==> config.mk <==
export PLATFORM = sky130hd
export DESIGN_NAME = vrp_rotate
export DESIGN_NICKNAME = d
export VERILOG_FILES = /design/src/hdl/vrp_pkg.sv /design/src/hdl/vrp_rotate.sv
export SDC_FILE = /design/constraint.sdc
export NUM_CORES = 2
export LEC_CHECK = 0
export BUFFER_PORTS_ARGS = -buffer_cell sky130_fd_sc_hd__buf_2
export CAP_MARGIN = 20
export CORE_UTILIZATION = 51
export DETAILED_ROUTE_END_ITERATION = 8
export PLACE_DENSITY = 0.73
export RECOVER_POWER = 100
export SETUP_SLACK_MARGIN = 0.1
export SKIP_CTS_REPAIR_TIMING = 1
export SYNTH_ARGS = -nofsm -noshare
export SYNTH_HDL_FRONTEND = slang
export SYNTH_SLANG_ARGS = --single-unit
==> constraint.sdc <==
create_clock -name clk_i -period 1.5 [get_ports clk_i]
set_input_delay 0.3 -clock clk_i [delete_from_list [all_inputs] [get_ports clk_i]]
set_output_delay 0.3 -clock clk_i [all_outputs]
set_load 0.01 [all_outputs]
==> src/hdl/vrp_pkg.sv <==
package vrp_pkg;

  // Field widths
  localparam int COORD_W    = 16;
  localparam int TRIG_W     = 16;
  localparam int SCR_W      = 12;

  // Rotation datapath: inputs carry up to 20 significant bits, outputs 21
  localparam int ROT_W      = 20;
  localparam int ROT_OUT_W  = 21;
  localparam int FRAC_SHIFT = 14;

  // Projection and division
  localparam int PROJ_SCALE = 35;
  localparam int MAG_W      = 27;
  localparam int DIV_W      = 20;
  localparam int QUO_W      = 12;
  localparam int DIV_STEPS  = 2;
  localparam int DIV_STAGES = QUO_W / DIV_STEPS;

  // Configuration port
  localparam int APB_ADDR_W = 5;
  localparam int APB_DATA_W = 32;
  localparam int REG_IDX_W  = 3;

  localparam logic [REG_IDX_W-1:0] REG_COS_X    = 3'd0;
  localparam logic [REG_IDX_W-1:0] REG_SIN_X    = 3'd1;
  localparam logic [REG_IDX_W-1:0] REG_COS_Y    = 3'd2;
  localparam logic [REG_IDX_W-1:0] REG_SIN_Y    = 3'd3;
  localparam logic [REG_IDX_W-1:0] REG_COS_Z    = 3'd4;
  localparam logic [REG_IDX_W-1:0] REG_SIN_Z    = 3'd5;
  localparam logic [REG_IDX_W-1:0] REG_CAM_DIST = 3'd6;

  localparam logic signed [TRIG_W-1:0]  TRIG_ONE      = 16'sd16384;
  localparam logic signed [TRIG_W-1:0]  TRIG_ZERO     = 16'sd0;
  localparam logic signed [COORD_W-1:0] CAM_DIST_RST  = 16'sd2560;

  localparam logic [SCR_W-1:0] SCR_MAX = 12'h7FF;
  localparam logic [SCR_W-1:0] SCR_MIN = 12'h800;

  // One divider lane: partial remainder, numerator bits still to shift in,
  // quotient bits gathered so far, sign of the result and overflow flag.
  typedef struct packed {
    logic [DIV_W-1:0] rem;
    logic [QUO_W-1:0] num;
    logic [QUO_W-1:0] quo;
    logic             neg;
    logic             sat;
  } div_lane_t;

  // Control that travels beside both divider lanes.
  typedef struct packed {
    logic             valid;
    logic             invalid;
    logic [DIV_W-1:0] divisor;
  } div_ctl_t;

endpackage

==> src/hdl/vrp_rotate.sv <==
module vrp_rotate (
  input  logic                                  clk_i,
  input  logic                                  rst_ni,
  input  logic                                  en_i,
  input  logic                                  valid_i,
  input  logic signed [vrp_pkg::ROT_W-1:0]      a_i,
  input  logic signed [vrp_pkg::ROT_W-1:0]      b_i,
  input  logic signed [vrp_pkg::ROT_W-1:0]      p_i,
  input  logic signed [vrp_pkg::TRIG_W-1:0]     cos_i,
  input  logic signed [vrp_pkg::TRIG_W-1:0]     sin_i,
  output logic                                  valid_o,
  output logic signed [vrp_pkg::ROT_OUT_W-1:0]  c_o,
  output logic signed [vrp_pkg::ROT_OUT_W-1:0]  s_o,
  output logic signed [vrp_pkg::ROT_W-1:0]      p_o
);
  import vrp_pkg::*;

  localparam int PROD_W = ROT_W + TRIG_W;
  localparam int SUM_W  = PROD_W + 1;

  logic signed [PROD_W-1:0] prod_ac, prod_bs, prod_as, prod_bc;
  logic signed [SUM_W-1:0]  sum_c, sum_s;
  logic                     valid_q;
  logic signed [ROT_OUT_W-1:0] c_q, s_q;
  logic signed [ROT_W-1:0]     p_q;

  // Four products, then the two plane sums in Q.22.
  assign prod_ac = a_i * cos_i;
  assign prod_bs = b_i * sin_i;
  assign prod_as = a_i * sin_i;
  assign prod_bc = b_i * cos_i;
  assign sum_c   = {prod_ac[PROD_W-1], prod_ac} - {prod_bs[PROD_W-1], prod_bs};
  assign sum_s   = {prod_as[PROD_W-1], prod_as} + {prod_bc[PROD_W-1], prod_bc};

  // Valid bit of the stage.
  always_ff @(posedge clk_i or negedge rst_ni) begin
    if (!rst_ni) begin
      valid_q <= 1'b0;
    end else if (en_i) begin
      valid_q <= valid_i;
    end
  end

  // Dropping the low fraction bits of a two's complement sum rounds toward
  // minus infinity.
  always_ff @(posedge clk_i) begin
    if (en_i) begin
      c_q <= sum_c[FRAC_SHIFT +: ROT_OUT_W];
      s_q <= sum_s[FRAC_SHIFT +: ROT_OUT_W];
      p_q <= p_i;
    end
  end

  assign valid_o = valid_q;
  assign c_o     = c_q;
  assign s_o     = s_q;
  assign p_o     = p_q;

endmodule

# Word-level counts from Yosys, hierarchy flattened
# Cells that the tools add are included.
word_totals:
  reg_bits: 63
  rom_bits: 0
  in_bits: 96
  output_inout_bits: 63
  mem_count: 0
  ramBits: 0
  wordCells: 10
  latchBits: 0
classes:
  muxes: 0
  n_eq_ne: 0
  add_sub_neg: 2
  n_shift: 0
  div_mod_pow: 0
  n_lt_le_gt_ge: 0
  reduce_logical: 0
  n_bitwise: 0
  multipliers: 4
op_table:
  columns: ["cell", "count"]
  rows:
  - ["$mul A20 B16 Y35", 4]
  - ["$add A35 B35 Y35", 1]
  - ["$sub A35 B35 Y35", 1]

# Longest topological paths before layout
logic_depth:
  ltp_word: 2
  mapped_depth: 28
  ltp_nobuf: 26

# Worst setup path after synthesis
# OpenSTA, ideal clock, no wires.
synth_timing:
  kind: "input -> register"
  start: "in b_i[19] (netlist bit)"
  end: "reg c_q[20], in the netlist c_o[20] (data pin)"
  t_required_ns: 1.370
  setup_time_ns: 0.130
  path_stages: 24
  arrival_time_ns: 7.324
  setup_slack_ns: -5.954
  cell_sequence: "clkbuf_1 -> clkbuf_1 -> nand2_1 -> inv_1 -> fa_1 -> fa_1 -> inv_1 -> fa_1 -> fa_1 -> fa_1 -> fa_1 -> fa_1 -> inv_1 -> fa_1 -> inv_1 -> ha_1 -> a2111oi_0 -> o21ai_0 -> o21ai_0 -> o211ai_1 -> o311ai_2 -> a31oi_1 -> or3_1 -> nand2_1"
synth_between:
  elab_chain_cells: 2
synth_rtl:
  columns: ["item", "line", "source"]
  rows:
  - ["start, declared", "vrp_rotate.sv:7", "input logic signed [vrp_pkg::ROT_W-1:0] b_i,"]
  - ["$mul A20 B16 Y35", "vrp_rotate.sv:29", "assign prod_bs = b_i * sin_i;"]
  - ["$sub A35 B35 Y35", "vrp_rotate.sv:32", "assign sum_c = {prod_ac[PROD_W-1], prod_ac} - {prod_bs[PROD_W-1], prod_bs};"]
  - ["via sum_c[34]", "vrp_rotate.sv:22", "logic signed [SUM_W-1:0] sum_c, sum_s;"]
  - ["end signal, assigned", "vrp_rotate.sv:48", "c_q <= sum_c[FRAC_SHIFT +: ROT_OUT_W];"]
  - ["end, declared", "vrp_rotate.sv:24", "logic signed [ROT_OUT_W-1:0] c_q, s_q;"]
# The timed path passes the listed nets, and every way through them passes these cells.
# A chain may end at the register's enable or synchronous reset.

# Worst setup path after layout
layout_timing:
  start: "in a_i[3] (netlist bit)"
  end: "reg s_q[14], in the netlist s_o[14] (data pin)"
layout_between:
  elab_chain_cells: 2
layout_rtl:
  columns: ["item", "line", "source"]
  rows:
  - ["start, declared", "vrp_rotate.sv:6", "input logic signed [vrp_pkg::ROT_W-1:0] a_i,"]
  - ["$mul A20 B16 Y35", "vrp_rotate.sv:30", "assign prod_as = a_i * sin_i;"]
  - ["$add A35 B35 Y35", "vrp_rotate.sv:33", "assign sum_s = {prod_as[PROD_W-1], prod_as} + {prod_bc[PROD_W-1], prod_bc};"]
  - ["via sum_s[28]", "vrp_rotate.sv:22", null]
  - ["end signal, assigned", "vrp_rotate.sv:49", "s_q <= sum_s[FRAC_SHIFT +: ROT_OUT_W];"]
  - ["end, declared", "vrp_rotate.sv:24", null]
# The timed path passes the listed nets, and every way through them passes these cells.

==> flow_summary.json <==
{
  "regToRegEndpoint": "valid_o",
  "critPathTopFamily": "adder cells",
  "yosysWarnings": 0,
  "port_buffers": 158,
  "viasPerCell": 5.11,
  "finClkSkew_ns": 0,
  "place.gp.congestion": 0.916,
  "synth_most_common_cell": "inv_1",
  "hold_class": "input pin to flop",
  "startpoint_type": "input pin",
  "synth.top_cell.area_share_pct": 56.7,
  "tritoncts": "built",
  "cts_buffers": 9,
  "wl_met3_um": 10100,
  "cts_sinks": 63,
  "drv_cap": 0,
  "synth_flop_cell": "edfxtp_1",
  "overflow": 0,
  "critPathKind": "input pin to flop",
  "cts.clk_slew.worst_paths_ns": 0.07,
  "crit_chain": "buf_12 -> buf_6 -> and2_1 -> fa_1 -> fa_1 -> inv_2 -> fa_1 -> inv_2 -> fa_1 -> fa_1 -> fa_2 -> fa_1 -> inv_2 -> fa_1 -> inv_1 -> ha_2 -> a21o_1 -> a211o_1 -> a211o_1 -> a2bb2oi_4 -> a41o_1 -> a31oi_2 -> o21bai_1 -> xor2_1",
  "die_area_um2": 95400,
  "fin_crit_sh_pct": 458,
  "drc_errors": 2,
  "hold_end": "p_o[3]",
  "vias": 34600,
  "rows": 112,
  "drive_gt1_share_pct": 15.8,
  "route.met2.wl_um": 63100,
  "cp_common_cell": "fa_1",
  "final_nets": 7278,
  "finalHoldViolCount": 0,
  "worstHoldPathCells": 1,
  "ys_seq_area_share_pct": 3.93,
  "synth_enable_flop_cells": 62,
  "drv_slew": 0,
  "whs_ns": 0.0789,
  "cts_root_buf": "clkbuf_16",
  "clock.fmax_ghz": 0.146,
  "required_ns": 1.64,
  "first_iter_violations": 2395,
  "synth.avg_cell_area_um2": 9.54,
  "rr_startpoint": "valid_o",
  "critical_path_arrival_ns": 7.00,
  "core_um2": 93300,
  "cts_buffer_depth": 2,
  "synth.cell_area_um2": 48000,
  "synthTopCellsByArea": "fa_1 57%, inv_1 12%, ha_1 8.2%",
  "cpPeakStageDelay_ns": 0.58,
  "critPathBufInv": 6,
  "grt_max_degree": 29,
  "synth_nets": 6806,
  "dieWidth_um": 309,
  "ant_nets": 0,
  "ff2ff_path_depth": 1,
  "dp_hpwl_um": 107000,
  "utilization_pct": 60.4,
  "synthArstFlopShare_pct": 1.59,
  "routed_wl_um": 127000,
  "clkLatencyLatePin_ns": 0.39,
  "ioPinCount": 159,
  "grt_pass1_vias": 38100,
  "wl_per_cell_um": 18.8,
  "min-delay-start": "p_i[3]",
  "setup_ws_ns": -5.36,
  "worst_slew_pin_slew_ns": 0.999,
  "wl_met1_um": 46400,
  "cp-end-kind": "flop",
  "die_h_um": 309,
  "violations": "design-rule violations, negative setup slack",
  "cp_max_fo": 17,
  "rsz0062_at_grt": "true",
  "setup_violations": 42,
  "yosysTopAreaCell": "fa_1",
  "synth_common_cells": "1479 x inv_1, 1359 x fa_1, 616 x nand2_1",
  "cpMaxStageDelayCell": "fa_1",
  "grt_pass1_wl_um": 200000,
  "r2r_slack_ns": 0.75,
  "h-tree-depth": 3,
  "firstDrtPassIters": 8,
  "syn_inst": 5035,
  "finalCriticalPeriod_ns": 6.86,
  "synth-seq-cells": 63,
  "yosysUniqueCellTypes": 55,
  "outcome": "finished with violations",
  "start_util_pct": 51.4,
  "antenna_found_initial": 5,
  "syn_to_final_growth_pct": 17.5,
  "grtUsageTotal_pct": 27.6,
  "max-slew-margin-rel_pct": 33.4,
  "routed.top_layer": "met5"
}
## state kept, by name, indices dropped and copies added (netlist names)
| register | count |
|---|---|
| s_o | 21 |
| c_o | 21 |
| valid_o | 1 |
| p_o | 20 |
## placed cells by master, fill, tap and decap left out, types with 6 or more instances in the layout
cell / Yosys / layout
edfxtp_1: 62 / 62
buf_8: 0 / 17
o21ai_2: 0 / 7
a21oi_2: 0 / 7
buf_6: 0 / 65
o21a_1: 11 / 11
nand2_2: 1 / 9
nand2b_1: 26 / 26
clkbuf_1: 242 / 65
nor2_1: 73 / 66
a21o_1: 13 / 13
and2_1: 597 / 571
fa_1: 1359 / 1324
inv_2: 1 / 35
xor2_1: 21 / 20
o21ai_1: 1 / 9
xnor2_1: 78 / 77
nor2_2: 0 / 6
fa_2: 0 / 35
clkbuf_16: 0 / 19
buf_2: 0 / 30
buf_12: 0 / 72
nand4_1: 6 / 6
buf_4: 0 / 432
ha_4: 0 / 27
a21oi_1: 27 / 19
and2_4: 0 / 26
inv_1: 1479 / 1439
nand2_1: 616 / 603
clkinvlp_4: 0 / 6
clkbuf_4: 0 / 6
ha_1: 316 / 286
## stage by stage
stage               TNS [ns]  area [um2]  instances  worst slack, ns
finish               -213.44       56400       6768            -5.36
global route         -222.34       56400       6766            -5.63
CTS                  -223.19       54500       6711            -5.63
detailed placement   -240.55       54100       6695            -6.03
global placement     -236.94       54100       6695            -5.89
floorplan            -208.73       48600       5035            -5.48
## final cells by class
class                   instances  area, um2
repair inverters                1       7.51
clock buffers                   9        225
diodes                          2       5.00
inverters                    1481       5580
flip-flops and latches         63       1890
repair buffers                706       6500
clock inverters                 7       80.1
multi-input cells            3245      40600
well taps                    1254       1570
fillers                      7642      36900
## logic make-up after synthesis
kind of cell             Yosys count  synth area share (%)
XOR/XNOR                          99                  1.81
AO/OA/AOI/OAI                    119                  1.82
buffers and inverters           1727                  13.5
adder cells (fa/ha/maj)         1675                  64.9
multiplexers                       1                0.0235
AND/OR/NAND/NOR                 1351                  14.0
flip-flops                        63                  3.93
## layer usage
metal	GRT usage (%)	vias up
met1	35.0	17900
met4	13.8	4
met3	3.92	307
li1	-	15000
met2	46.3	1374
met5	0	-
## how the worst max path moves through the flow
stage / start / endpoint / slack (ns) / cells past startpoint
global route: b_i[19] / c_o[20] / -5.63 / 27
global placement: sin_i[3] / s_o[17] / -5.89 / 24
floorplan: b_i[19] / c_o[13] / -5.48 / 25
finish: a_i[3] / s_o[14] / -5.36 / 24
CTS: sin_i[3] / c_o[20] / -5.63 / 23
detailed placement: sin_i[3] / c_o[20] / -6.03 / 23
Power is left out: the tool's default activity adds up to more than one toggle a clock period on the data nets, which glitch-free logic cannot reach.
