[config.mk]
export PLATFORM = sky130hd
export DESIGN_NAME = vrp_prep
export DESIGN_NICKNAME = d
export VERILOG_FILES = /design/src/hdl/vrp_pkg.sv /design/src/hdl/vrp_prep.sv
export SDC_FILE = /design/constraint.sdc
export NUM_CORES = 1
export LEC_CHECK = 0
export BUFFER_PORTS_ARGS = -buffer_cell sky130_fd_sc_hd__buf_2
export CAP_MARGIN = 5
export CORE_AREA = 5 5 204 206
export CTS_BUF_LIST = sky130_fd_sc_hd__clkbuf_8 sky130_fd_sc_hd__clkbuf_16
export DETAILED_ROUTE_END_ITERATION = 8
export DIE_AREA = 0 0 209 211
export PLACE_DENSITY = 0.55
export SYNTH_ARGS = -nofsm -noshare
export SYNTH_HDL_FRONTEND = slang
export SYNTH_SLANG_ARGS = --single-unit
[constraint.sdc]
create_clock -name clk_i -period 5.3 [get_ports clk_i]
set_input_delay 0 -clock clk_i [delete_from_list [all_inputs] [get_ports clk_i]]
set_output_delay 0 -clock clk_i [all_outputs]
set_load 0.1 [all_outputs]
[src/hdl/vrp_pkg.sv]
package vrp_pkg;

  // Field widths
  localparam int COORD_W    = 16;
  localparam int TRIG_W     = 16;
  localparam int SCR_W      = 12;

  // Rotation datapath: inputs carry up to 20 significant bits, outputs 21
  localparam int ROT_W      = 20;
  localparam int ROT_OUT_W  = 21;
  localparam int FRAC_SHIFT = 14;

  // Projection and division
  localparam int PROJ_SCALE = 35;
  localparam int MAG_W      = 27;
  localparam int DIV_W      = 20;
  localparam int QUO_W      = 12;
  localparam int DIV_STEPS  = 2;
  localparam int DIV_STAGES = QUO_W / DIV_STEPS;

  // Configuration port
  localparam int APB_ADDR_W = 5;
  localparam int APB_DATA_W = 32;
  localparam int REG_IDX_W  = 3;

  localparam logic [REG_IDX_W-1:0] REG_COS_X    = 3'd0;
  localparam logic [REG_IDX_W-1:0] REG_SIN_X    = 3'd1;
  localparam logic [REG_IDX_W-1:0] REG_COS_Y    = 3'd2;
  localparam logic [REG_IDX_W-1:0] REG_SIN_Y    = 3'd3;
  localparam logic [REG_IDX_W-1:0] REG_COS_Z    = 3'd4;
  localparam logic [REG_IDX_W-1:0] REG_SIN_Z    = 3'd5;
  localparam logic [REG_IDX_W-1:0] REG_CAM_DIST = 3'd6;

  localparam logic signed [TRIG_W-1:0]  TRIG_ONE      = 16'sd16384;
  localparam logic signed [TRIG_W-1:0]  TRIG_ZERO     = 16'sd0;
  localparam logic signed [COORD_W-1:0] CAM_DIST_RST  = 16'sd2560;

  localparam logic [SCR_W-1:0] SCR_MAX = 12'h7FF;
  localparam logic [SCR_W-1:0] SCR_MIN = 12'h800;

  // One divider lane: partial remainder, numerator bits still to shift in,
  // quotient bits gathered so far, sign of the result and overflow flag.
  typedef struct packed {
    logic [DIV_W-1:0] rem;
    logic [QUO_W-1:0] num;
    logic [QUO_W-1:0] quo;
    logic             neg;
    logic             sat;
  } div_lane_t;

  // Control that travels beside both divider lanes.
  typedef struct packed {
    logic             valid;
    logic             invalid;
    logic [DIV_W-1:0] divisor;
  } div_ctl_t;

endpackage

[src/hdl/vrp_prep.sv]
module vrp_prep (
  input  logic                                  clk_i,
  input  logic                                  rst_ni,
  input  logic                                  en_i,
  input  logic                                  valid_i,
  input  logic signed [vrp_pkg::ROT_OUT_W-1:0]  x3_i,
  input  logic signed [vrp_pkg::ROT_OUT_W-1:0]  y3_i,
  input  logic signed [vrp_pkg::ROT_W-1:0]      z2_i,
  input  logic signed [vrp_pkg::COORD_W-1:0]    cam_dist_i,
  output vrp_pkg::div_ctl_t                     ctl_o,
  output vrp_pkg::div_lane_t                    lane_x_o,
  output vrp_pkg::div_lane_t                    lane_y_o
);
  import vrp_pkg::*;

  // Stage one: magnitudes, signs and the depth divisor.
  logic                        va_q, vb_q, vc_q;
  logic [ROT_OUT_W-1:0]        ax_d, ay_d, ax_q, ay_q;
  logic signed [ROT_OUT_W-1:0] depth_d;
  logic                        inv_d;
  logic                        nx_a_q, ny_a_q, inv_a_q;
  logic [DIV_W-1:0]            dv_a_q;
  // Stage two: scaled magnitudes.
  logic [MAG_W-1:0]            mx_d, my_d, mx_q, my_q;
  logic                        nx_b_q, ny_b_q, inv_b_q;
  logic [DIV_W-1:0]            dv_b_q;
  // Stage three: loaded divider lanes.
  div_lane_t                   lx_d, ly_d, lx_q, ly_q;
  logic                        inv_c_q;
  logic [DIV_W-1:0]            dv_c_q;

  assign ax_d    = x3_i[ROT_OUT_W-1] ? ROT_OUT_W'(-x3_i) : ROT_OUT_W'(x3_i);
  assign ay_d    = y3_i[ROT_OUT_W-1] ? ROT_OUT_W'(-y3_i) : ROT_OUT_W'(y3_i);
  assign depth_d = {z2_i[ROT_W-1], z2_i}
                 + {{(ROT_OUT_W-COORD_W){cam_dist_i[COORD_W-1]}}, cam_dist_i};
  assign inv_d   = depth_d[ROT_OUT_W-1] || (depth_d == '0);

  assign mx_d = MAG_W'(ax_q) * MAG_W'(PROJ_SCALE);
  assign my_d = MAG_W'(ay_q) * MAG_W'(PROJ_SCALE);

  // A quotient of 4096 or more saturates either way; otherwise the upper
  // numerator bits are already below the divisor and seed the remainder.
  always_comb begin
    lx_d.rem = DIV_W'(mx_q[MAG_W-1:QUO_W]);
    lx_d.num = mx_q[QUO_W-1:0];
    lx_d.quo = '0;
    lx_d.neg = nx_b_q;
    lx_d.sat = DIV_W'(mx_q[MAG_W-1:QUO_W]) >= dv_b_q;
    ly_d.rem = DIV_W'(my_q[MAG_W-1:QUO_W]);
    ly_d.num = my_q[QUO_W-1:0];
    ly_d.quo = '0;
    ly_d.neg = ny_b_q;
    ly_d.sat = DIV_W'(my_q[MAG_W-1:QUO_W]) >= dv_b_q;
  end

  // Valid bits of the three stages.
  always_ff @(posedge clk_i or negedge rst_ni) begin
    if (!rst_ni) begin
      va_q <= 1'b0;
      vb_q <= 1'b0;
      vc_q <= 1'b0;
    end else if (en_i) begin
      va_q <= valid_i;
      vb_q <= va_q;
      vc_q <= vb_q;
    end
  end

  // Payload of the three stages.
  always_ff @(posedge clk_i) begin
    if (en_i) begin
      ax_q    <= ax_d;
      ay_q    <= ay_d;
      nx_a_q  <= x3_i[ROT_OUT_W-1];
      ny_a_q  <= y3_i[ROT_OUT_W-1];
      inv_a_q <= inv_d;
      dv_a_q  <= depth_d[DIV_W-1:0];

      mx_q    <= mx_d;
      my_q    <= my_d;
      nx_b_q  <= nx_a_q;
      ny_b_q  <= ny_a_q;
      inv_b_q <= inv_a_q;
      dv_b_q  <= dv_a_q;

      lx_q    <= lx_d;
      ly_q    <= ly_d;
      inv_c_q <= inv_b_q;
      dv_c_q  <= dv_b_q;
    end
  end

  assign ctl_o.valid   = vc_q;
  assign ctl_o.invalid = inv_c_q;
  assign ctl_o.divisor = dv_c_q;
  assign lane_x_o      = lx_q;
  assign lane_y_o      = ly_q;

endmodule

### After elaboration in Yosys (flattened, before gate mapping)

Cells that the tools add are included.

| word-level totals | value |
|---|---|
| input bits | 82 |
| output and inout bits | 114 |
| flip-flop bits (word level) | 224 |
| word-level logic and storage cells | 38 |

| cells by class | value |
|---|---|
| magnitude comparators | 2 |
| muxes and demuxes | 2 |
| reduce and logical (&&, ||, !) cells | 2 |
| add/sub/neg operators | 3 |
| multipliers | 2 |

Operators by type and width:

| kind | count |
|---|---|
| $mul A21 B6 Y27 const B | 2 |
| $neg A21 Y21 | 2 |
| $ge A15 B20 Y1 | 2 |
| $mux W20 | 2 |
| $add A20 B16 Y21 | 1 |
| $logic_not A21 Y1 | 1 |
| $logic_or A1 B1 Y1 | 1 |

### Depth between registers and ports, before layout

| logic depth | value |
|---|---|
| depth after elaboration | 3 |
| mapped depth | 15 |
| gate-level depth less buffers | 15 |

### Worst setup path after synthesis

Ideal clock, no wire load.

| path | value |
|---|---|
| path type | register -> register |
| start point | register ay_q[12] |
| end point | register my_q[24], data pin |
| slack | 1.296 ns |
| stages on the path, launching flop included | 16 |
| data arrival time | 3.743 ns |
| library setup time | 0.261 ns |
| data required time | 5.039 ns |
| cell sequence | edfxtp_1 > ha_1 > ha_1 > inv_1 > fa_1 > inv_1 > ha_1 > a21o_1 > a21oi_1 > or4b_2 > o21ai_0 > o21ai_0 > nand4_1 > nand3b_1 > a21oi_1 > xnor2_1 |

| on the way | value |
|---|---|
| cells in the longest elaborated chain, start to end | 1 |

Ends and longest elaborated chain:

| element | RTL line | text |
|---|---|---|
| start: declaration | vrp_prep.sv:18 | `logic [ROT_OUT_W-1:0] ax_d, ay_d, ax_q, ay_q;` |
| start signal: assignment | vrp_prep.sv:73 | `ay_q <= ay_d;` |
| $mul A21 B6 Y27 | vrp_prep.sv:39 | `assign my_d = MAG_W'(ay_q) * MAG_W'(PROJ_SCALE);` |
| named net my_d[24] | vrp_prep.sv:24 | `logic [MAG_W-1:0] mx_d, my_d, mx_q, my_q;` |
| end signal: assignment | vrp_prep.sv:80 | `my_q <= my_d;` |
| end: declaration | vrp_prep.sv:24 |  |

The timed path passes the listed nets, and every way through them passes these cells.
A chain may end at the register's enable or synchronous reset.

### Final worst setup path

Ends and elaborated chain as after synthesis.

==> impl_metrics.json <==
{
  "muxShareOfSynthArea_pct": 0.247,
  "r2r_setup_slack_ns": 0.89,
  "endpoint": "my_q[24]$_DFFE_PP_",
  "synth_xor_area_share_pct": 5.64,
  "cts.repair.resized": 0,
  "min_period_ns": 4.41,
  "die_area_sq_mm": 0.0441,
  "timing.rr.start": "ay_q[12]$_DFFE_PP_",
  "async_flop_share_pct": 1.34,
  "syn_inst": 1146,
  "avgViaCountPerCell": 4.50,
  "grt_first_pass_wirelength_mm": 44.1,
  "vias": 8777,
  "drcViolationCount": 0,
  "nNetsFinal": 1701,
  "outcome": "finished, final reports clean",
  "internal_power_mw": 4.81,
  "p_switching_mw": 3.11,
  "holdBufCountCts": 80,
  "whs_path_depth": 3,
  "synthesis.area_sq_mm": 0.0137,
  "port_buffers": 161,
  "slowest_stage": "or4b_2",
  "ys_warn_count": 0,
  "yosysUniqueCellTypes": 62,
  "die_h_microns": 211,
  "dp_hpwl_mm": 21.1,
  "die_x_microns": 209,
  "avgSynthCellArea_sq_um": 11.9,
  "setup_tns_ns": 0,
  "htreeDepth": 1,
  "yosys.area_share.simple_pct": 6.49,
  "clock_path_buffers": 3,
  "ir_worst_vdd_mv": 0.172,
  "pwr-share-clk_pct": 23.3,
  "synth_top_family_by_area": "adder cells",
  "synth-compound-area-share_pct": 9.53,
  "worstPathRequired_ns": 5.57,
  "critical_path_class": "register to register",
  "core_sq_mm": 0.0395,
  "dr.pass1.iters": 4,
  "skew_ns": 0.0176,
  "diodes": 0,
  "clk_transition_reported_paths_ns": 0.06,
  "cts_buffers": 26,
  "grt_max_degree": 123,
  "post_cts_buffers": 0,
  "worst_pin_slew_ns": 0.929,
  "antenna_found_initial": 0,
  "timing.hold.ws_ns": 0.0443,
  "yosysSeqAreaShare_pct": 49.1,
  "rsz0062_at_grt": "false",
  "root_buffer": "clkbuf_16",
  "arrival_ns": 4.68,
  "synth_top_area_cell": "edfxtp_1",
  "wl_per_cell_microns": 14.1,
  "synth_commonest_cells": "221 x edfxtp_1, 197 x inv_1, 178 x ha_1, 72 x xnor2_1, 54 x a21oi_1",
  "hold_violations": 0,
  "cp.buffers_inverters": 2,
  "synth_flop_cell": "edfxtp_1",
  "synth-adder-area-share_pct": 21.4,
  "crit_top_cell": "ha_1",
  "clock_latency_ns": 0.53,
  "path_max_fanout": 5,
  "synthMostInstantiatedCell": "edfxtp_1",
  "cts_tree": "yes",
  "final_util_pct": 42.3,
  "r2r_end": "my_q[24]$_DFFE_PP_",
  "grt_overflow": 0,
  "grt_pass1_vias": 8876,
  "ys_ff_latch": 224,
  "grt_use_total_pct": 12.2,
  "seq_power_share_pct": 34.6,
  "swShare_pct": 39.3,
  "fmax_mhz": 227,
  "total_leakage_power_nw": 7.44,
  "top_level_ports": 196,
  "rows": 73,
  "drtIter0Drc": 325,
  "start_util_pct": 34.7,
  "cp_num_cells": 15,
  "synth.top_cell.area_share_pct": 48.5,
  "crit_chain": "ha_1 -> ha_1 -> inv_1 -> fa_1 -> inv_1 -> ha_1 -> a21o_1 -> a21oi_1 -> or4b_2 -> o21ai_0 -> o21ai_0 -> nand4_1 -> nand3b_1 -> a21oi_1 -> xnor2_1",
  "period_share_pct": 83.2,
  "slew_headroom_pct": 38.1,
  "synth_area_leaders": "edfxtp_1 49%, ha_1 16%, inv_1 5.4%, fa_1 5.1%, xnor2_1 4.6%",
  "drive_gt1_share_pct": 15.4,
  "cp-startpoint": "ay_q[12]$_DFFE_PP_",
  "maxCapViolations": 0,
  "final-max-slew-violation-count": 0,
  "ant_nets": 0,
  "rr_worst_depth": 15,
  "end_kind": "register",
  "gp_congestion": 0.851,
  "fillers": 3767,
  "finalSetupViolations": 0,
  "path_delay_family": "adder cells",
  "p_comb_share_pct": 42.2,
  "max_stage_delay_ns": 0.59,
  "p_per_area_mw_per_mm2": 474,
  "hp-class": "primary input to register",
  "routed_wl_mm": 27.5,
  "clkSinkCount": 224,
  "area_growth_pct": 22.1,
  "synth_edf_count": 221,
  "startpoint_type": "register"
}
==> power groups by stage <==
stage / sequential [mW] / combinational, mW / clock, mW
after CTS: 2.75 / 3.38 / 1.92
final: 2.74 / 3.34 / 1.84
after global placement: 2.78 / 3.25 / 0
after floorplan: 3.46 / 1.91 / 0
after global routing: 2.78 / 3.72 / 1.99
after detailed placement: 2.78 / 3.29 / 0
==> layout by cell type, fill, tap and decap left out, types with 4 or more instances in the layout <==
| master | count |
|---|---|
| nor3_1 | 11 |
| conb_1 | 34 |
| clkbuf_16 | 27 |
| ha_1 | 178 |
| a211oi_1 | 9 |
| nor2b_1 | 5 |
| and3_1 | 4 |
| nand3_1 | 13 |
| nand2_1 | 42 |
| o22ai_1 | 4 |
| o21a_1 | 6 |
| a21oi_1 | 54 |
| and2_1 | 4 |
| dlygate4sd3_1 | 80 |
| or4_1 | 9 |
| buf_2 | 160 |
| o31ai_1 | 13 |
| fa_1 | 35 |
| bufinv_16 | 5 |
| or2_2 | 4 |
| edfxtp_1 | 221 |
| xor2_1 | 16 |
| or3_1 | 14 |
| o21ai_0 | 52 |
| a21o_1 | 24 |
| nand2b_1 | 9 |
| nor2_1 | 46 |
| a31oi_1 | 5 |
| xnor2_1 | 72 |
| inv_1 | 205 |
==> registers in the layout, summed over array words and instances, names as in the netlist, 20 cells and up <==
| name | cells |
|---|---|
| dv_b_q | 20 |
| ax_q | 21 |
| ay_q | 21 |
| lane_y_o | 29 |
| lane_x_o | 29 |
| my_q | 27 |
| dv_a_q | 20 |
| dv_c_q | 20 |
| mx_q | 27 |
==> routing by layer <==
metal	up-vias	share of wire [%]	GRT usage, %
li1	4494	-	-
met1	4112	43	15.2
met2	132	50	21.8
met3	39	4.0	1.80
met4	0	2.5	3.98
met5	-	0	0
==> area by class of cell <==
class / count / area [sq um] / area share [%]
Tap cell: 525 / 657 / 3.94
Clock inverter: 19 / 219 / 1.31
Clock buffer: 27 / 676 / 4.05
Timing Repair Buffer: 242 / 1640 / 9.81
Multi-Input combinational cell: 715 / 6050 / 36.3
Inverter: 197 / 739 / 4.43
Sequential cell: 224 / 6710 / 40.2
==> metrics by stage <==
| stage | power, mW | instance area [sq um] | worst slack (ns) | std cells |
|---|---|---|---|---|
| 5_1_grt | 8.49 | 16700 | 0.633 | 1949 |
| 3_3_place_gp | 6.03 | 15000 | 0.967 | 1823 |
| 4_1_cts | 8.05 | 16700 | 0.851 | 1949 |
| 3_5_place_dp | 6.07 | 15000 | 0.895 | 1823 |
| 2_1_floorplan | 5.37 | 13800 | 1.30 | 1179 |
| 6_report | 7.92 | 16700 | 0.893 | 1949 |
==> logic make-up (layout without fill, tap and decap cells) <==
| group | count (synthesis) | count (layout) |
|---|---|---|
| AO/OA/AOI/OAI | 203 | 203 |
| XOR/XNOR | 88 | 88 |
| adder cells (fa/ha/maj) | 213 | 213 |
| buffers and inverters | 240 | 485 |
| flip-flops | 224 | 224 |
| multiplexers | 3 | 3 |
| other | 1 | 34 |
| AND/OR/NAND/NOR | 174 | 174 |
==> worst reg2reg max path: stages (launching register included) <==
cell	delay, ns
edfxtp_1	0.42
ha_1	0.32
ha_1	0.28
inv_1	0.05
fa_1	0.53
inv_1	0.04
ha_1	0.36
a21o_1	0.20
a21oi_1	0.18
or4b_2	0.59
o21ai_0	0.33
o21ai_0	0.30
nand4_1	0.17
nand3b_1	0.08
a21oi_1	0.22
xnor2_1	0.09
==> worst min path at each step <==
stage | start | to | slack (ns)
after floorplan | rst_ni | va_q$_DFFE_PN0P_ | -0.30
after global placement | rst_ni | vb_q$_DFFE_PN0P_ | -0.21
after detailed placement | rst_ni | vb_q$_DFFE_PN0P_ | -0.20
after CTS | cam_dist_i[15] | dv_a_q[18]$_DFFE_PP_ | 0.02
after global routing | cam_dist_i[8] | dv_a_q[8]$_DFFE_PP_ | 0.06
final | cam_dist_i[2] | dv_a_q[2]$_DFFE_PP_ | 0.04
(Power assumes the default switching activity.)
