==> src/hdl/vrp_pkg.sv <==
package vrp_pkg;

  // Field widths
  localparam int COORD_W    = 16;
  localparam int TRIG_W     = 16;
  localparam int SCR_W      = 12;

  // Rotation datapath: inputs carry up to 20 significant bits, outputs 21
  localparam int ROT_W      = 20;
  localparam int ROT_OUT_W  = 21;
  localparam int FRAC_SHIFT = 14;

  // Projection and division
  localparam int PROJ_SCALE = 35;
  localparam int MAG_W      = 27;
  localparam int DIV_W      = 20;
  localparam int QUO_W      = 12;
  localparam int DIV_STEPS  = 2;
  localparam int DIV_STAGES = QUO_W / DIV_STEPS;

  // Configuration port
  localparam int APB_ADDR_W = 5;
  localparam int APB_DATA_W = 32;
  localparam int REG_IDX_W  = 3;

  localparam logic [REG_IDX_W-1:0] REG_COS_X    = 3'd0;
  localparam logic [REG_IDX_W-1:0] REG_SIN_X    = 3'd1;
  localparam logic [REG_IDX_W-1:0] REG_COS_Y    = 3'd2;
  localparam logic [REG_IDX_W-1:0] REG_SIN_Y    = 3'd3;
  localparam logic [REG_IDX_W-1:0] REG_COS_Z    = 3'd4;
  localparam logic [REG_IDX_W-1:0] REG_SIN_Z    = 3'd5;
  localparam logic [REG_IDX_W-1:0] REG_CAM_DIST = 3'd6;

  localparam logic signed [TRIG_W-1:0]  TRIG_ONE      = 16'sd16384;
  localparam logic signed [TRIG_W-1:0]  TRIG_ZERO     = 16'sd0;
  localparam logic signed [COORD_W-1:0] CAM_DIST_RST  = 16'sd2560;

  localparam logic [SCR_W-1:0] SCR_MAX = 12'h7FF;
  localparam logic [SCR_W-1:0] SCR_MIN = 12'h800;

  // One divider lane: partial remainder, numerator bits still to shift in,
  // quotient bits gathered so far, sign of the result and overflow flag.
  typedef struct packed {
    logic [DIV_W-1:0] rem;
    logic [QUO_W-1:0] num;
    logic [QUO_W-1:0] quo;
    logic             neg;
    logic             sat;
  } div_lane_t;

  // Control that travels beside both divider lanes.
  typedef struct packed {
    logic             valid;
    logic             invalid;
    logic [DIV_W-1:0] divisor;
  } div_ctl_t;

endpackage

==> src/hdl/vrp_divstep.sv <==
module vrp_divstep (
  input  logic               clk_i,
  input  logic               rst_ni,
  input  logic               en_i,
  input  vrp_pkg::div_ctl_t  ctl_i,
  input  vrp_pkg::div_lane_t lane_x_i,
  input  vrp_pkg::div_lane_t lane_y_i,
  output vrp_pkg::div_ctl_t  ctl_o,
  output vrp_pkg::div_lane_t lane_x_o,
  output vrp_pkg::div_lane_t lane_y_o
);
  import vrp_pkg::*;

  // One restoring step: shift in the next numerator bit, subtract if it fits.
  function automatic div_lane_t div_step(div_lane_t l, logic [DIV_W-1:0] dv);
    logic [DIV_W:0] t;
    div_lane_t      r;
    r = l;
    t = {l.rem, l.num[QUO_W-1]};
    if (t >= {1'b0, dv}) begin
      r.rem = DIV_W'(t - {1'b0, dv});
      r.quo = {l.quo[QUO_W-2:0], 1'b1};
    end else begin
      r.rem = t[DIV_W-1:0];
      r.quo = {l.quo[QUO_W-2:0], 1'b0};
    end
    r.num = {l.num[QUO_W-2:0], 1'b0};
    return r;
  endfunction

  div_lane_t        lx_d, ly_d, lx_q, ly_q;
  logic             valid_q, invalid_q;
  logic [DIV_W-1:0] divisor_q;

  // Both lanes share the divisor.
  always_comb begin
    lx_d = lane_x_i;
    ly_d = lane_y_i;
    for (int i = 0; i < DIV_STEPS; i++) begin
      lx_d = div_step(lx_d, ctl_i.divisor);
      ly_d = div_step(ly_d, ctl_i.divisor);
    end
  end

  always_ff @(posedge clk_i or negedge rst_ni) begin
    if (!rst_ni) begin
      valid_q <= 1'b0;
    end else if (en_i) begin
      valid_q <= ctl_i.valid;
    end
  end

  always_ff @(posedge clk_i) begin
    if (en_i) begin
      lx_q      <= lx_d;
      ly_q      <= ly_d;
      invalid_q <= ctl_i.invalid;
      divisor_q <= ctl_i.divisor;
    end
  end

  assign ctl_o.valid   = valid_q;
  assign ctl_o.invalid = invalid_q;
  assign ctl_o.divisor = divisor_q;
  assign lane_x_o      = lx_q;
  assign lane_y_o      = ly_q;

endmodule

==> config.mk <==
export PLATFORM = sky130hd
export DESIGN_NAME = vrp_divstep
export DESIGN_NICKNAME = d
export VERILOG_FILES = /design/src/hdl/vrp_pkg.sv /design/src/hdl/vrp_divstep.sv
export SDC_FILE = /design/constraint.sdc
export NUM_CORES = 1
export LEC_CHECK = 0
export BUFFER_PORTS_ARGS = -buffer_cell sky130_fd_sc_hd__buf_2
export CORE_ASPECT_RATIO = 1.25
export CORE_MARGIN = 10
export CORE_UTILIZATION = 40
export DETAILED_ROUTE_END_ITERATION = 7
export PLACE_DENSITY = 0.63
export SLEW_MARGIN = 15
export SYNTH_ARGS = -nofsm -noshare
export SYNTH_HDL_FRONTEND = slang
export SYNTH_SLANG_ARGS = --single-unit
export TNS_END_PERCENT = 50
==> constraint.sdc <==
create_clock -name clk_i -period 0.92 [get_ports clk_i]
set_clock_uncertainty 0.1 [all_clocks]
set_input_delay 0.184 -clock clk_i [delete_from_list [all_inputs] [get_ports clk_i]]
set_output_delay 0.184 -clock clk_i [all_outputs]
set_load 0.005 [all_outputs]
==> Word-level counts from Yosys, hierarchy flattened <==
Index checks and enable logic that the tools add are counted.
{ "totals": {"ff_bits": 110, "in_bits": 117, "output_inout_bits": 114} }
{ "classes": {"add_sub_neg": 4, "order_cmp": 4, "n_mux": 8} }
{ "ops": {"columns": ["cell", "count"], "rows": [
  ["$ge A21 B20 Y1", 4],
  ["$mux W20", 4],
  ["$sub A20 B20 Y20", 4],
  ["$mux W1", 4]
]} }

==> Logic depth before layout (Yosys ltp) <==
Gate-level depths: netlist (run 1).
{ "logic_depth": {"depth_word": 4, "ltp_mapped": 23, "depth_no_buf": 21} }

==> Worst setup path after synthesis (run 1) <==
No wires, ideal clock.
{ "synth_timing": {"kind": "input -> register", "from": "input ctl_i[1] (netlist name)", "to": "register lx_q, in the netlist lane_x_o[34] (data pin)", "setup_ps": 260, "arrival_ps": 4969, "required_ps": 560, "slack_ps": -4410, "cell_stages": 21, "path_cell_list": "inv_1 > ha_1 > nor2b_4 > o31a_1 > o31a_1 > o41ai_4 > a21oi_1 > buf_2 > buf_6 > mux2_2 > ha_1 > a21oi_1 > a21oi_1 > o41a_1 > o221ai_2 > a211oi_1 > o21a_1 > a2111o_1 > buf_6 > buf_12 > mux2_4"} }
{ "synth_lines": {"columns": ["element", "line", "rtl"], "rows": [
  ["start, declared", "vrp_divstep.sv:5", "input vrp_pkg::div_ctl_t ctl_i,"],
  ["end signal, assigned", "vrp_divstep.sv:55", "lx_q <= lx_d;"],
  ["end, declared", "vrp_divstep.sv:31", "div_lane_t lx_d, ly_d, lx_q, ly_q;"]
]} }

==> reports/qor.yml, run 1 <==
syn_area_per_cell_um2: 10.7
required_ns: 0.94
fin_ws_ns: -3.71
p_per_area_nw_per_um2: 1840
worstPathCellList: "buf_8 -> clkinvlp_4 -> buf_6 -> fa_2 -> a21o_1 -> a221oi_2 -> a21oi_2 -> o41a_1 -> buf_4 -> a31oi_4 -> xnor2_1 -> mux2_2 -> ha_4 -> nand4_1 -> or4_1 -> o21ai_2 -> a21oi_2 -> o211ai_1 -> buf_4 -> buf_12 -> buf_16 -> mux2_2"
maxSlewViolCount: 0
detailedRoute.firstPassIterationCount: 5
regArea_um2: 3300
ys_types: 62
cp_slowest_stage_delay_ns: 0.53
total_leakage_power_nw: 6.50
clk_latency_ns: 0.36
dpl.hpwl_um: 21500
path_buf_inv: 7
maxCapViolCount: 0
failed_checks: "negative hold slack, negative setup slack"
cp.arrival_ns: 4.66
min_period_ns: 4.63
critical_path.max_fanout: 5
cts_htree_levels: 3
grt_pass1_wl_um: 46100
vias_per_cell: 5.06
synth_edf_count: 109
gp_congestion: 0.903
dieWidth_um: 148
hold_class: "primary input to flop"
final_cell_mix: "buf_4, buf_2, edfxtp_1"
fill_cells: 1517
place_area_um2: 11800
critPathLaunchType: "primary input"
cts_buffers: 9
critical_path.top_delay_family: "compound AO/OA/AOI/OAI gates"
mostFrequentLayoutCell: "buf_4"
critPathSlowestCell: "or4_1"
drive_above_1_share: 0.524
wl_per_cell_um: 17.8
via_count: 8419
async_flop_share: 0.00909
outcome: "complete, but fails checks"
r2r_slack_ns: -0.05
antenna_found_initial: 1
rsz0062_at_grt: "yes"
postCtsHoldBufs: 62
ys_seq_elements: 110
multi_input_area_um2: 5160
area_delta_synth_final_pct: 70.7
clock-sinks: 110
final_cells: 1663
ant_nets: 0
wl_um: 29500
critPathKind: "primary input to flop"
cts_tree: "done"
rows: 58
grt-ovfl-total: 0
design_area_um2: 13900
core-area_um2: 20100
initial_core_util: 0.405
cp-end-kind: "flop"
drt-initial-drc-count: 505
ios: 231
dieHeight_um: 179
syn-cell-area_um2: 8140
path_clk_slew_ns: 0.08
worst_hold_slack_ns: -0.0330
synthCells: 761
finalHoldViolCount: 1
dieArea_um2: 26500
synthFlopType: "edfxtp_1"
drc: 0
peakVddDrop_mv: 1.14
finalSetupViolations: 156
post-place-ws_ns: -4.27
grt_start_max_net_pins: 35
clockRootBuffer: "clkbuf_16"
grt_use_total: 0.215
ys_seq_area_frac: 0.405
port_buffers: 222
max_clock_freq_mhz: 216
nets: 1588
synth_warnings: 0
cts_buffer_depth: 2
placed_cells: 1532
grt_pass1_vias: 8889
fin_crit_sh: 5.04
[where the power goes]
part / switching [W] / total [W] / internal, W
combinational: 0.00617 / 0.0146 / 0.00840
clock: 0.00205 / 0.00397 / 0.00192
sequential: 0.000222 / 0.00699 / 0.00677
total: 0.00845 / 0.0255 / 0.0171
[metrics by stage]
stage               setup TNS (ns)  utilization  total power, W
detailed placement         -189.00        0.587          0.0188
CTS                        -177.58        0.678          0.0250
finish                     -179.76        0.691          0.0255
floorplan                  -170.57            -          0.0136
global placement           -185.14        0.587          0.0186
global route               -190.27        0.691          0.0271
[path summary, 6_finish.rpt]
| path | start | end | cells after the start |
|---|---|---|---|
| hold reg to reg | valid_q | valid_q | 2 |
| hold / removal | ctl_i[21] | valid_q | 2 |
| max in group asynchronous | rst_ni | valid_q | 2 |
| setup reg to reg | valid_q | valid_q | 2 |
| min in group asynchronous | rst_ni | valid_q | 2 |
| setup / recovery | ctl_i[1] | lane_y_o[37] | 22 |
[metal layers]
layer / routed length (um) / track usage
met5: 20 / 0
met4: 704 / 0.0675
met3: 1890 / 0.0450
met2: 15400 / 0.398
met1: 11500 / 0.239
[cell families after synthesis]
| group | share of synthesized area |
|---|---|
| buf+inv | 0.0371 |
| other cells | 0.000461 |
| xor+xnor | 0.0657 |
| fa+ha+maj | 0.133 |
| flops | 0.405 |
| compound gates | 0.172 |
| simple gates | 0.0954 |
| mux | 0.0909 |
[synth_stat cells, types with 8 or more instances]
master	instances	share of area
a21o_1	30	0.028
a21oi_1	78	0.048
edfxtp_1	109	0.40
ha_1	80	0.12
inv_1	46	0.021
mux2_2	51	0.071
mux2_4	9	0.017
nand2_1	37	0.017
nand3_1	8	0.0049
nand4_1	13	0.010
nor2_1	61	0.028
nor3_1	13	0.0080
o21a_1	8	0.0074
o21ai_0	35	0.022
o21bai_1	12	0.011
xnor2_1	45	0.048
xor2_1	16	0.017
[registers in the layout, summed over array words and instances (netlist names)]
| register | cells |
|---|---|
| valid_q | 1 |
| invalid_q | 1 |
| lane_x_o | 44 |
| divisor_q | 20 |
| lane_y_o | 44 |
[area by class of cell]
class,instances,area share
clock buffer,10,0.0165
inverter,46,0.0129
tap,270,0.0243
antenna,1,0.000180
multi-input combinational,590,0.372
timing repair buffer,630,0.332
clock inverter,6,0.00451
sequential,110,0.238
[timing repair]
action,4_1_cts,5_1_grt
setup buffers,40,11
pin swaps,24,35
hold endpoints to repair,63,1
resized for setup,99,56
setup endpoints to repair,154,155
cloned,5,1
(Power assumes the default switching activity.)
==> run 2, diff against run 1 <==
- SKIP_LAST_GASP: not set -> 1
==> run 2 against run 1 <==
  * Final area fell by 0.22%
  * Worst setup slack got worse by 0.012 ns
  * Critical path depth did not move
  * Critical endpoint unchanged
  * Combinational power barely moved
  * Critical path type unchanged
  * Hold slack got worse by 0.00063 ns
  * Die area did not move
  * The run still ends with negative hold slack, negative setup slack left
  * Non-clock buffer count fell by 1
  * Highest routed layer unchanged
==> reports/qor.yml, run 2 (synthesis gave the netlist of run 1 again) <==
pwr-share-seq: 0.275  # about the same
core-area_um2: 20100  # unchanged
cp_slowest_stage_delay_ns: 0.50  # -0.03 ns
path_buf_inv: 6  # -1
design_area_um2: 13900  # -0.22%
fin_ws_ns: -3.72  # -0.0119 ns
ios: 231  # unchanged
fill_cells: 1528  # +0.73%
grt_start_max_net_pins: 35  # unchanged
cts_htree_levels: 3  # unchanged
finalSetupViolations: 156  # unchanged
ant_nets: 0  # unchanged
fin_setup_tns_ns: -180.16  # -0.393 ns
dieArea_um2: 26500  # unchanged
rsz0062_at_grt: "yes"
comb_power_share: 0.569  # -0.002
switching_share: 0.331  # +0.000604
gp_congestion: 0.903  # unchanged
critical_path.max_fanout: 5  # unchanged
r2r_slack_ns: -0.05  # about the same
grt_pass1_vias: 8932  # +0.48%
drive_above_1_share: 0.523  # -0.00106
critPathMostFrequentCell: "a21oi_2"
finalHoldViolCount: 1  # unchanged
multi_input_area_um2: 5150  # -0.29%
postCtsHoldBufs: 62  # unchanged
critPathLaunchType: "primary input"
p_per_area_nw_per_um2: 1840  # about the same
p_clk_frac: 0.157  # +0.002
path_clk_slew_ns: 0.08  # about the same
post-place-ws_ns: -4.27  # unchanged
rows: 58  # unchanged
clock-sinks: 110  # unchanged
clk_latency_ns: 0.36  # about the same
cp.arrival_ns: 4.67  # about the same
critPathSlowestCell: "or4_1"
initial_core_util: 0.405  # unchanged
total_leakage_power_nw: 6.49  # -0.16%
cp-end-kind: "flop"
detailedRoute.firstPassIterationCount: 5  # unchanged
grt-ovfl-total: 0  # unchanged
worst_hold_slack_ns: -0.0336  # -0.000633 ns
dpl.hpwl_um: 21500  # unchanged
worstPathCellList: "buf_8 -> clkinvlp_4 -> buf_6 -> fa_2 -> a21o_1 -> a221oi_2 -> a21oi_2 -> o41a_1 -> a21bo_2 -> a21oi_2 -> xnor2_1 -> mux2_4 -> ha_4 -> nand4_1 -> or4_1 -> o21ai_2 -> a21oi_2 -> o211ai_1 -> buf_4 -> buf_12 -> buf_16 -> mux2_2"
grt_pass1_wl_um: 46200  # +0.16%
antenna_found_initial: 1  # unchanged
critical_path.top_delay_family: "compound AO/OA/AOI/OAI gates"
nets: 1587  # -0.063%
hold_class: "primary input to flop"
drt-initial-drc-count: 452  # -10%
min_period_ns: 4.64  # +0.0119 ns
maxCapViolCount: 0  # unchanged
max_clock_freq_mhz: 215  # -0.26%
final_cell_mix: "buf_4, buf_2, edfxtp_1"
p_sw_w: 0.00844  # about the same
regArea_um2: 3300  # unchanged
clockRootBuffer: "clkbuf_16"
port_buffers: 222  # unchanged
dieHeight_um: 179  # unchanged
grt_use_total: 0.216  # +0.000315
cts_buffers: 9  # unchanged
final_cells: 1662  # -0.060%
maxSlewViolCount: 0  # unchanged
critPathKind: "primary input to flop"
place_area_um2: 11800  # unchanged
area_delta_synth_final_pct: 70.3
failed_checks: "negative hold slack, negative setup slack"
vias_per_cell: 5.06  # -0.13%
required_ns: 0.94  # about the same
fin_crit_sh: 5.05  # +0.0129
dieWidth_um: 148  # unchanged
via_count: 8403  # -0.19%
placed_cells: 1532  # unchanged
cts_tree: "done"
p_int_w: 0.0170  # -0.30%
peakVddDrop_mv: 1.14  # +0.33%
wl_per_cell_um: 17.8  # +0.27%
cts_buffer_depth: 2  # unchanged
mostFrequentLayoutCell: "buf_4"
outcome: "complete, but fails checks"
wl_um: 29600  # +0.21%
drc: 0  # unchanged
[run 2: final timing paths]
path / endpoint / from / cells after the start
worst max-delay path: lane_y_o[37] / ctl_i[1] / 22
worst min-delay path: valid_q / ctl_i[21] / 2
worst max register to register: valid_q / valid_q / 2
worst min register to register: valid_q / valid_q / 2
max in group asynchronous: valid_q / rst_ni / 2
min in group asynchronous: valid_q / rst_ni / 2
[run 2: metrics by stage]
step | total power, W | hold slack (ns) | util
2_1_floorplan | 0.0136 | -0.212 | -
3_3_place_gp | 0.0186 | -0.141 | 0.587
3_5_place_dp | 0.0188 | -0.140 | 0.587
4_1_cts | 0.0249 | -0.0399 | 0.676
5_1_grt | 0.0270 | -0.0445 | 0.689
6_report | 0.0255 | -0.0336 | 0.689
[run 2: what timing repair did]
item,in CTS,in global routing
pin swaps,24,30
buffers inserted,40,10
endpoints found under the hold margin,63,1
setup endpoints to repair,154,155
gates cloned,5,1
gates resized for setup,91,58
[run 2: worst register-to-register path, stage by stage, from the launching register on]
cell     delay, ns
dfrtp_1       0.38
buf_4         0.13
mux2_2        0.25
[run 2: layer usage]
layer	vias up	global-route usage	wire, um
met4	2	0.0695	757
met1	3998	0.238	11600
met5	-	0	20
li1	4105	-	-
met2	249	0.399	15400
met3	49	0.0450	1840
[run 2: power groups by stage]
| stage | Combinational [W] | Sequential (W) | Clock [W] |
|---|---|---|---|
| 3_5_place_dp | 0.0116 | 0.00710 | 0 |
| 3_3_place_gp | 0.0115 | 0.00710 | 0 |
| 6_report | 0.0145 | 0.00699 | 0.00399 |
| 2_1_floorplan | 0.00633 | 0.00725 | 0 |
| 5_1_grt | 0.0157 | 0.00709 | 0.00423 |
| 4_1_cts | 0.0138 | 0.00699 | 0.00405 |
[run 2: final cells by class]
class,count,share of cell area
multi-input combinational,590,0.372
timing repair buffer,629,0.332
sequential,110,0.238
tap,270,0.0244
clock buffer,10,0.0165
inverter,46,0.0129
clock inverter,6,0.00452
antenna,1,0.000181
